File: src/hdl/assert_macros.svh
// Assertion macros used by the controller core RTL file.
`ifndef ASSERT_MACROS_SVH
`define ASSERT_MACROS_SVH

// Check that a condition holds at every clock edge out of reset.
`define TPC_ASSERT(label, cond) \
	label: assert property (@(posedge clk) disable iff (!arst_n) (cond)) \
		else $error("tpc assertion failed");

// Check that a trigger is followed by a condition in the next cycle.
`define TPC_ASSERT_NEXT(label, trig, cond) \
	label: assert property (@(posedge clk) disable iff (!arst_n) (trig) |=> (cond)) \
		else $error("tpc assertion failed");

`endif

File: src/hdl/tpc_pkg.sv
// Package for the tilt position controller: types, codes and constants.
`timescale 1ns / 1ps
`default_nettype none

package tpc_pkg;

	// width of the position count
	localparam int COUNT_WIDTH = 32;

	// divider shape for the speed ramp: (8 bit span) * (16 bit distance) / 16 bit zone
	localparam int DIV_N = 24;
	localparam int DIV_D = 16;
	localparam int DIV_CNT_W = $clog2(DIV_N);

	localparam int CFG_IDX_W = 3;
	localparam int CFG_DATA_W = 16;

	// command codes
	localparam logic [1:0] CMD_EDGE = 2'd0;
	localparam logic [1:0] CMD_CTRL = 2'd1;
	localparam logic [1:0] CMD_ZERO = 2'd2;

	// drive status codes
	localparam logic [1:0] STAT_DRIVE = 2'd0;
	localparam logic [1:0] STAT_AT_TARGET = 2'd1;
	localparam logic [1:0] STAT_GRAVITY = 2'd2;

	// register indexes
	localparam logic [CFG_IDX_W-1:0] REG_DEAD_BAND = 3'd0;
	localparam logic [CFG_IDX_W-1:0] REG_SLOW_ZONE = 3'd1;
	localparam logic [CFG_IDX_W-1:0] REG_MIN_SPEED = 3'd2;
	localparam logic [CFG_IDX_W-1:0] REG_BRAKE_EARLY = 3'd3;
	localparam logic [CFG_IDX_W-1:0] REG_GRAVITY = 3'd4;

	localparam logic [7:0] DUTY_FULL = 8'd255;

	typedef struct packed {
		logic [1:0] cmd;
		logic signed [31:0] target;
		logic [7:0] speed;
	} in_word_t;

	typedef struct packed {
		logic [7:0] pwm_duty;
		logic bridge_in2;
		logic [1:0] drive_status;
		logic signed [31:0] position;
	} out_word_t;

	// divider request and response
	typedef struct packed {
		logic start;
		logic [DIV_N-1:0] dividend;
		logic [DIV_D-1:0] divisor;
	} div_req_t;

	typedef struct packed {
		logic done;
		logic [DIV_N-1:0] quotient;
	} div_rsp_t;

	typedef enum logic [2:0] {
		ST_IDLE,
		ST_DIFF,
		ST_MAG,
		ST_DECIDE,
		ST_DIV,
		ST_EMIT
	} tpc_state_t;

endpackage

`default_nettype wire

File: src/hdl/tpc_div.sv
// Restoring serial divider, one quotient bit per cycle, for the speed ramp.
`timescale 1ns / 1ps
`default_nettype none

module tpc_div (
	input  wire              clk,
	input  wire              arst_n,
	input  wire tpc_pkg::div_req_t req,
	output tpc_pkg::div_rsp_t rsp
);
	import tpc_pkg::*;

	logic [DIV_D:0] rem_q;
	logic [DIV_N-1:0] quo_q;
	logic [DIV_D-1:0] divisor_q;
	logic [DIV_CNT_W-1:0] cnt_q;
	logic busy_q;
	logic done_q;

	logic [DIV_D:0] shifted;
	logic [DIV_D+1:0] trial;

	// shift in the next dividend bit and try the subtraction
	always_comb begin
		shifted = {rem_q[DIV_D-1:0], quo_q[DIV_N-1]};
		trial = {1'b0, shifted} - {2'b00, divisor_q};
	end

	// control: count the steps and flag the finish
	always_ff @(posedge clk or negedge arst_n) begin
		if (!arst_n) begin
			busy_q <= 1'b0;
			done_q <= 1'b0;
			cnt_q <= '0;
		end else begin
			done_q <= 1'b0;
			if (req.start) begin
				busy_q <= 1'b1;
				cnt_q <= '0;
			end else if (busy_q) begin
				if (cnt_q == DIV_CNT_W'(DIV_N - 1)) begin
					busy_q <= 1'b0;
					done_q <= 1'b1;
				end else begin
					cnt_q <= cnt_q + 1'b1;
				end
			end
		end
	end

	// datapath: remainder and quotient shift register
	always_ff @(posedge clk) begin
		if (req.start) begin
			rem_q <= '0;
			quo_q <= req.dividend;
			divisor_q <= req.divisor;
		end else if (busy_q) begin
			if (!trial[DIV_D+1]) begin
				rem_q <= trial[DIV_D:0];
			end else begin
				rem_q <= shifted;
			end
			quo_q <= {quo_q[DIV_N-2:0], ~trial[DIV_D+1]};
		end
	end

	assign rsp.done = done_q;
	assign rsp.quotient = quo_q;

endmodule

`default_nettype wire

File: src/hdl/tilt_position_controller_core.sv
// Top level of the tilt position controller: sequencer, state and result register.
//
//  channel | direction | handshake           | payload
//  in      | in        | in_valid/in_ready   | in_word   (cmd, target, speed)
//  out     | out       | out_valid/out_ready | out_word  (duty, in2, status, position)
//  cfg     | in        | cfg_we              | cfg_index, cfg_data
//
// Edge and zero words are handled without leaving the idle state; cmd 3 is taken and dropped.
// A control word steps through DIFF, MAG, DECIDE and EMIT when it brakes or runs at its
// commanded speed, and through DIV before EMIT on the ramp, where the serial divider runs.
// Reset is asynchronous; there is no clearing pass.
// in_ready is low while a control word is in work; a result held by out_ready
// stalls only the next control word from leaving its final step.
`timescale 1ns / 1ps
`default_nettype none

`include "assert_macros.svh"

module tilt_position_controller_core (
	input  wire                                clk,
	input  wire                                arst_n,
	input  wire                                in_valid,
	output logic                               in_ready,
	input  wire tpc_pkg::in_word_t             in_word,
	output logic                               out_valid,
	input  wire                                out_ready,
	output tpc_pkg::out_word_t                 out_word,
	input  wire                                cfg_we,
	input  wire  [tpc_pkg::CFG_IDX_W-1:0]      cfg_index,
	input  wire  [tpc_pkg::CFG_DATA_W-1:0]     cfg_data
);
	import tpc_pkg::*;

	// configuration
	logic [15:0] dead_band_q;
	logic [15:0] slow_zone_q;
	logic [7:0] min_speed_q;
	logic [15:0] brake_early_q;
	logic gravity_q;

	// controller state
	logic [COUNT_WIDTH-1:0] pos_q;
	logic fwd_q;

	// control word in work
	tpc_state_t state_q, state_d;
	logic [COUNT_WIDTH-1:0] target_q;
	logic [7:0] speed_q;
	logic [COUNT_WIDTH-1:0] diff_q;
	logic [COUNT_WIDTH-1:0] mag_q;
	logic decrease_q;
	out_word_t res_q;

	// output register
	logic out_valid_q;
	out_word_t out_word_q;

	div_req_t div_req;
	div_rsp_t div_rsp;

	logic in_take;
	logic near_target;
	logic near_gravity;
	logic on_ramp;
	logic emit_load;

	tpc_div u_div (
		.clk   (clk),
		.arst_n(arst_n),
		.req   (div_req),
		.rsp   (div_rsp)
	);

	// build a driving result from the effective duty
	function automatic out_word_t drive_word(input logic [7:0] eff, input logic decrease,
			input logic [COUNT_WIDTH-1:0] pos);
		out_word_t w;
		w.drive_status = STAT_DRIVE;
		w.position = 32'($signed(pos));
		if (decrease) begin
			w.pwm_duty = eff;
			w.bridge_in2 = 1'b0;
		end else begin
			w.pwm_duty = DUTY_FULL - eff;
			w.bridge_in2 = 1'b1;
		end
		return w;
	endfunction

	// build a braking result
	function automatic out_word_t brake_word(input logic [1:0] status,
			input logic [COUNT_WIDTH-1:0] pos);
		out_word_t w;
		w.pwm_duty = DUTY_FULL;
		w.bridge_in2 = 1'b1;
		w.drive_status = status;
		w.position = 32'($signed(pos));
		return w;
	endfunction

	// decision compares on the registered magnitude
	always_comb begin
		near_target = mag_q < COUNT_WIDTH'(dead_band_q);
		near_gravity = (decrease_q == gravity_q) && (mag_q < COUNT_WIDTH'(brake_early_q));
		on_ramp = (speed_q > min_speed_q) && (mag_q < COUNT_WIDTH'(slow_zone_q));
	end

	// state register
	always_ff @(posedge clk or negedge arst_n) begin
		if (!arst_n) begin
			state_q <= ST_IDLE;
		end else begin
			state_q <= state_d;
		end
	end

	// next state and handshake outputs
	always_comb begin
		state_d = state_q;
		in_ready = 1'b0;
		in_take = 1'b0;
		emit_load = 1'b0;
		div_req.start = 1'b0;
		div_req.dividend = 24'(speed_q - min_speed_q) * 24'(mag_q[15:0]);
		div_req.divisor = slow_zone_q;
		case (state_q)
			ST_IDLE: begin
				in_ready = 1'b1;
				in_take = in_valid;
				if (in_valid && in_word.cmd == CMD_CTRL) begin
					state_d = ST_DIFF;
				end
			end
			ST_DIFF: begin
				state_d = ST_MAG;
			end
			ST_MAG: begin
				state_d = ST_DECIDE;
			end
			ST_DECIDE: begin
				if (!near_target && !near_gravity && on_ramp) begin
					div_req.start = 1'b1;
					state_d = ST_DIV;
				end else begin
					state_d = ST_EMIT;
				end
			end
			ST_DIV: begin
				if (div_rsp.done) begin
					state_d = ST_EMIT;
				end
			end
			ST_EMIT: begin
				if (!out_valid_q || out_ready) begin
					emit_load = 1'b1;
					state_d = ST_IDLE;
				end
			end
			default: begin
				state_d = ST_IDLE;
			end
		endcase
	end

	// configuration writes
	always_ff @(posedge clk or negedge arst_n) begin
		if (!arst_n) begin
			dead_band_q <= 16'd50;
			slow_zone_q <= 16'd800;
			min_speed_q <= 8'd30;
			brake_early_q <= 16'd250;
			gravity_q <= 1'b1;
		end else if (cfg_we) begin
			case (cfg_index)
				REG_DEAD_BAND:   dead_band_q <= cfg_data;
				REG_SLOW_ZONE:   slow_zone_q <= cfg_data;
				REG_MIN_SPEED:   min_speed_q <= cfg_data[7:0];
				REG_BRAKE_EARLY: brake_early_q <= cfg_data;
				REG_GRAVITY:     gravity_q <= cfg_data[0];
				default: begin
				end
			endcase
		end
	end

	// position count and direction
	always_ff @(posedge clk or negedge arst_n) begin
		if (!arst_n) begin
			pos_q <= '0;
			fwd_q <= 1'b1;
		end else begin
			if (in_take && in_word.cmd == CMD_EDGE) begin
				if (fwd_q) begin
					pos_q <= pos_q + 1'b1;
				end else begin
					pos_q <= pos_q - 1'b1;
				end
			end else if (in_take && in_word.cmd == CMD_ZERO) begin
				pos_q <= '0;
			end
			if ((state_q == ST_DECIDE && !near_target && !near_gravity && !on_ramp) ||
					(state_q == ST_DIV && div_rsp.done)) begin
				fwd_q <= !decrease_q;
			end
		end
	end

	// control word datapath: latch, subtract, magnitude, decide
	always_ff @(posedge clk) begin
		if (in_take) begin
			target_q <= COUNT_WIDTH'(in_word.target);
			speed_q <= in_word.speed;
		end
		if (state_q == ST_DIFF) begin
			diff_q <= pos_q - target_q;
		end
		if (state_q == ST_MAG) begin
			mag_q <= diff_q[COUNT_WIDTH-1] ? (~diff_q + 1'b1) : diff_q;
			decrease_q <= !diff_q[COUNT_WIDTH-1] && (|diff_q);
		end
		if (state_q == ST_DECIDE) begin
			if (near_target) begin
				res_q <= brake_word(STAT_AT_TARGET, pos_q);
			end else if (near_gravity) begin
				res_q <= brake_word(STAT_GRAVITY, pos_q);
			end else begin
				res_q <= drive_word(speed_q, decrease_q, pos_q);
			end
		end
		if (state_q == ST_DIV && div_rsp.done) begin
			res_q <= drive_word(min_speed_q + div_rsp.quotient[7:0], decrease_q, pos_q);
		end
	end

	// output register: load a finished word, drop it once taken
	always_ff @(posedge clk or negedge arst_n) begin
		if (!arst_n) begin
			out_valid_q <= 1'b0;
		end else if (emit_load) begin
			out_valid_q <= 1'b1;
		end else if (out_ready) begin
			out_valid_q <= 1'b0;
		end
	end

	always_ff @(posedge clk) begin
		if (emit_load) begin
			out_word_q <= res_q;
		end
	end

	assign out_valid = out_valid_q;
	assign out_word = out_word_q;

	`TPC_ASSERT(a_div_done_in_div, !div_rsp.done || state_q == ST_DIV)
	`TPC_ASSERT_NEXT(a_edge_steps, in_valid && in_ready && in_word.cmd == CMD_EDGE,
		pos_q == ($past(fwd_q) ? $past(pos_q) + 1'b1 : $past(pos_q) - 1'b1))
	`TPC_ASSERT(a_brake_levels, !out_valid_q || out_word_q.drive_status == STAT_DRIVE ||
		(out_word_q.pwm_duty == DUTY_FULL && out_word_q.bridge_in2))

endmodule

`default_nettype wire
File: config.mk
export PLATFORM = sky130hd
export DESIGN_NAME = tilt_position_controller_core
export DESIGN_NICKNAME = d
export VERILOG_FILES = /design/src/hdl/tpc_pkg.sv /design/src/hdl/tpc_div.sv /design/src/hdl/tilt_position_controller_core.sv
export VERILOG_INCLUDE_DIRS = /design/src /design/src/hdl
export SDC_FILE = /design/constraint.sdc
export NUM_CORES = 1
export LEC_CHECK = 0
export BUFFER_PORTS_ARGS = -buffer_cell sky130_fd_sc_hd__buf_4
export CAP_MARGIN = 20
export CORE_MARGIN = 2
export CORE_UTILIZATION = 68
export DETAILED_ROUTE_END_ITERATION = 10
export PLACE_DENSITY = 0.87
export SETUP_SLACK_MARGIN = 0.05
export SYNTH_ARGS = -nofsm -noshare
export SYNTH_HDL_FRONTEND = slang
export SYNTH_SLANG_ARGS = --single-unit
File: constraint.sdc
create_clock -name clk -period 17.45 [get_ports clk]
set_input_delay 0.8725 -clock clk [delete_from_list [all_inputs] [get_ports clk]]
set_output_delay 0.8725 -clock clk [all_outputs]
set_load 0.02 [all_outputs]
==> out/qor.yml <==
path_depth: 26
initial_core_util_pct: 69.4
reg2regPathDepth: 26
hold_path_class: "in2async"
maxSlewViolCount: 0
drc: 0
coreArea_sq_mm: 0.0328
ant_nets: 0
setup_viol: 0
drtIter0Drc: 1339
nets: 2594
dpl_cell_area_sq_mm: 0.0241
yosys_warnings: 0
hpwlAfterDp_um: 39000
clkSlewWorstSetupHoldPaths_ns: 0.06
vias_per_cell: 6.14
ys_ff_latch: 348
fp.dieH_um: 187
r2r-start: "min_speed_q[1]"
h-tree-depth: 2
synth_area_sq_mm: 0.0228
async_flop_share_pct: 29.0
rr_endpoint: "u_div.quo_q[23]"
grt_usage_pct: 31.1
dp_cells: 2626
hold_viol: 0
avgSynthCellArea_sq_um: 10.8
numCtsBuffers: 38
antenna_found_initial: 0
clock_latency_ns: 0.55
row_count: 66
fin_crit_sh_pct: 47.2
post_cts_buffers: 0
cts_tree: "yes"
seq_area_frac_synth_pct: 43.0
routedWlPerCell_um: 19.6
wl_um: 52700
synth_area_leaders: "edfxtp_1 30%, ha_1 11%, fa_1 9.1%, dfrtp_1 9.1%, inv_1 3.6%"
cp_data_required_time_ns: 17.73
worst-path-buf-inv: 4
critPathMaxFanout: 16
worstSetupPathType: "reg2reg"
synth_fp_nets: 2476
r2r_setup_slack_ns: 9.22
endpoint: "u_div.quo_q[23]"
cp.arrival_ns: 8.51
clock.fmax_mhz: 121
die_w_um: 187
synth_top_area_share_pct: 30.2
netlist_instances: 2107
cts_hold_buf: 0
synth_most_common_cell: "edfxtp_1"
cts.sinks: 348
ctsResizeCount: 0
yosysUniqueCellTypes: 71
clockBufferDepth: 3
netlist_top_cells_count: "229 x edfxtp_1, 217 x inv_1, 199 x ha_1"
grt-ovfl-total: 0
io_pins: 111
critical-path-slowest-cell: "xor2_1"
grt_pass1_wl_um: 87100
grt_max_degree: 69
grt_pass1_vias: 17200
place.gp.congestion: 0.946
cp-start-kind: "register"
tightestPinTransition_ns: 1.09
area_growth_pct: 11.4
root_buffer: "clkbuf_16"
hold_ws_ns: 0.273
end_kind: "register"
cp_top_family: "adder cells"
fin_area_sq_mm: 0.0253
status: "completed"
critPathLaunch: "min_speed_q[1]"
first_pass_iters: 7
stdcell_count: 2696
maxSlewHeadroom_pct: 27.1
path_common_cell: "fa_1"
skew_ns: 0.0290
insertedDiodeCount: 0
critPathMaxStageDelay_ns: 0.84
die-area_sq_mm: 0.0349
vias: 16500
synth.largest_area_cell: "edfxtp_1"
drive_gt1_share_pct: 12.2
synthFlopType: "edfxtp_1"
tns_ns: 0
synth_edf_count: 229
portBuffers: 110
max_cap_viol_count: 0
rsz0062_at_grt: "false"
period_needed_ns: 8.23
[logic make-up (layout without fill, tap and decap cells)]
kind of cell | count (synthesis) | in the layout | share of synthesized area, %
AND/OR/NAND/NOR | 579 | 579 | 13.1
AO/OA/AOI/OAI | 415 | 415 | 11.4
flip-flops | 348 | 348 | 43.0
adder cells (fa/ha/maj) | 303 | 303 | 20.1
buffers and inverters | 270 | 417 | 4.45
XOR/XNOR | 132 | 132 | 5.08
multiplexers | 60 | 60 | 2.88
[worst register-to-register path, cell delays in order, from the launching register on]
cell	delay [ns]
dfstp_2	0.57
inv_1	0.09
ha_1	0.31
nor2b_1	0.12
o21ai_0	0.10
a21boi_0	0.26
o21ai_0	0.15
a21oi_1	0.25
xor2_1	0.84
nand2_1	0.18
fa_1	0.54
fa_1	0.58
inv_1	0.07
fa_1	0.51
fa_1	0.54
inv_1	0.06
fa_1	0.52
inv_1	0.05
ha_1	0.32
o21ai_0	0.14
a21boi_0	0.45
o31ai_1	0.19
nand3_1	0.12
o211ai_1	0.18
o311ai_0	0.43
xnor2_1	0.14
mux2_2	0.28
[stage by stage]
stage	worst slack [ns]	util (%)
6_report	9.22	77.3
3_5_place_dp	9.42	73.6
4_1_cts	9.33	77.2
3_3_place_gp	9.74	73.6
2_1_floorplan	10.49	-
5_1_grt	8.48	77.3
[metal layers]
layer	GRT usage (%)	wire length (um)	vias to the layer above
met3	4.67	3200	194
met5	0	0	-
met1	37.0	20000	8089
li1	-	-	7614
met2	54.7	26500	647
met4	16.2	3050	0
[state kept, by name, summed over array words and instances (netlist names), 24 cells and up]
register / count
pos_q: 32
diff_q: 32
res_q: 43
target_q: 32
out_word: 43
u_div.quo_q: 24
mag_q: 32
[worst min-delay path by stage]
stage	cells past startpoint	endpoint
6_report	1	pos_q[17]
3_3_place_gp	0	out_word[34]
4_1_cts	1	pos_q[24]
2_1_floorplan	0	out_word[0]
3_5_place_dp	0	out_word[30]
5_1_grt	1	pos_q[5]
[final cells by class]
type                            instances  area [sq um]
Sequential cell                       348          9790
Inverter                              218           818
Clock buffer                           51          1020
Tap cell                              442           553
Clock inverter                         18           171
Multi-Input combinational cell       1489         12000
Fill cell                            2011          7440
Timing Repair Buffer                  130           996
[cell usage in the layout (no fill, tap or decap), types with 10 or more instances in the layout]
cell / instances
edfxtp_1: 229
inv_1: 217
ha_1: 199
nand2_1: 174
o21ai_0: 134
buf_4: 129
and2_1: 107
fa_1: 104
nor2_1: 97
a21oi_1: 93
xnor2_1: 92
dfrtp_1: 83
mux2_2: 43
a21o_1: 42
xor2_1: 40
clkbuf_16: 38
nand2b_1: 34
nor3_1: 24
nor2b_1: 24
a211oi_1: 20
nand3_1: 18
dfstp_2: 18
dfxtp_1: 18
or3_1: 17
o31ai_1: 17
mux2i_1: 17
nand4_1: 15
o21bai_1: 12
and3_1: 12
clkbuf_1: 11
o21a_1: 10
a31oi_1: 10
or2_2: 10
Power is not shown: default switching activity piles up to over one toggle a cycle in this logic, so the estimate is an artifact.
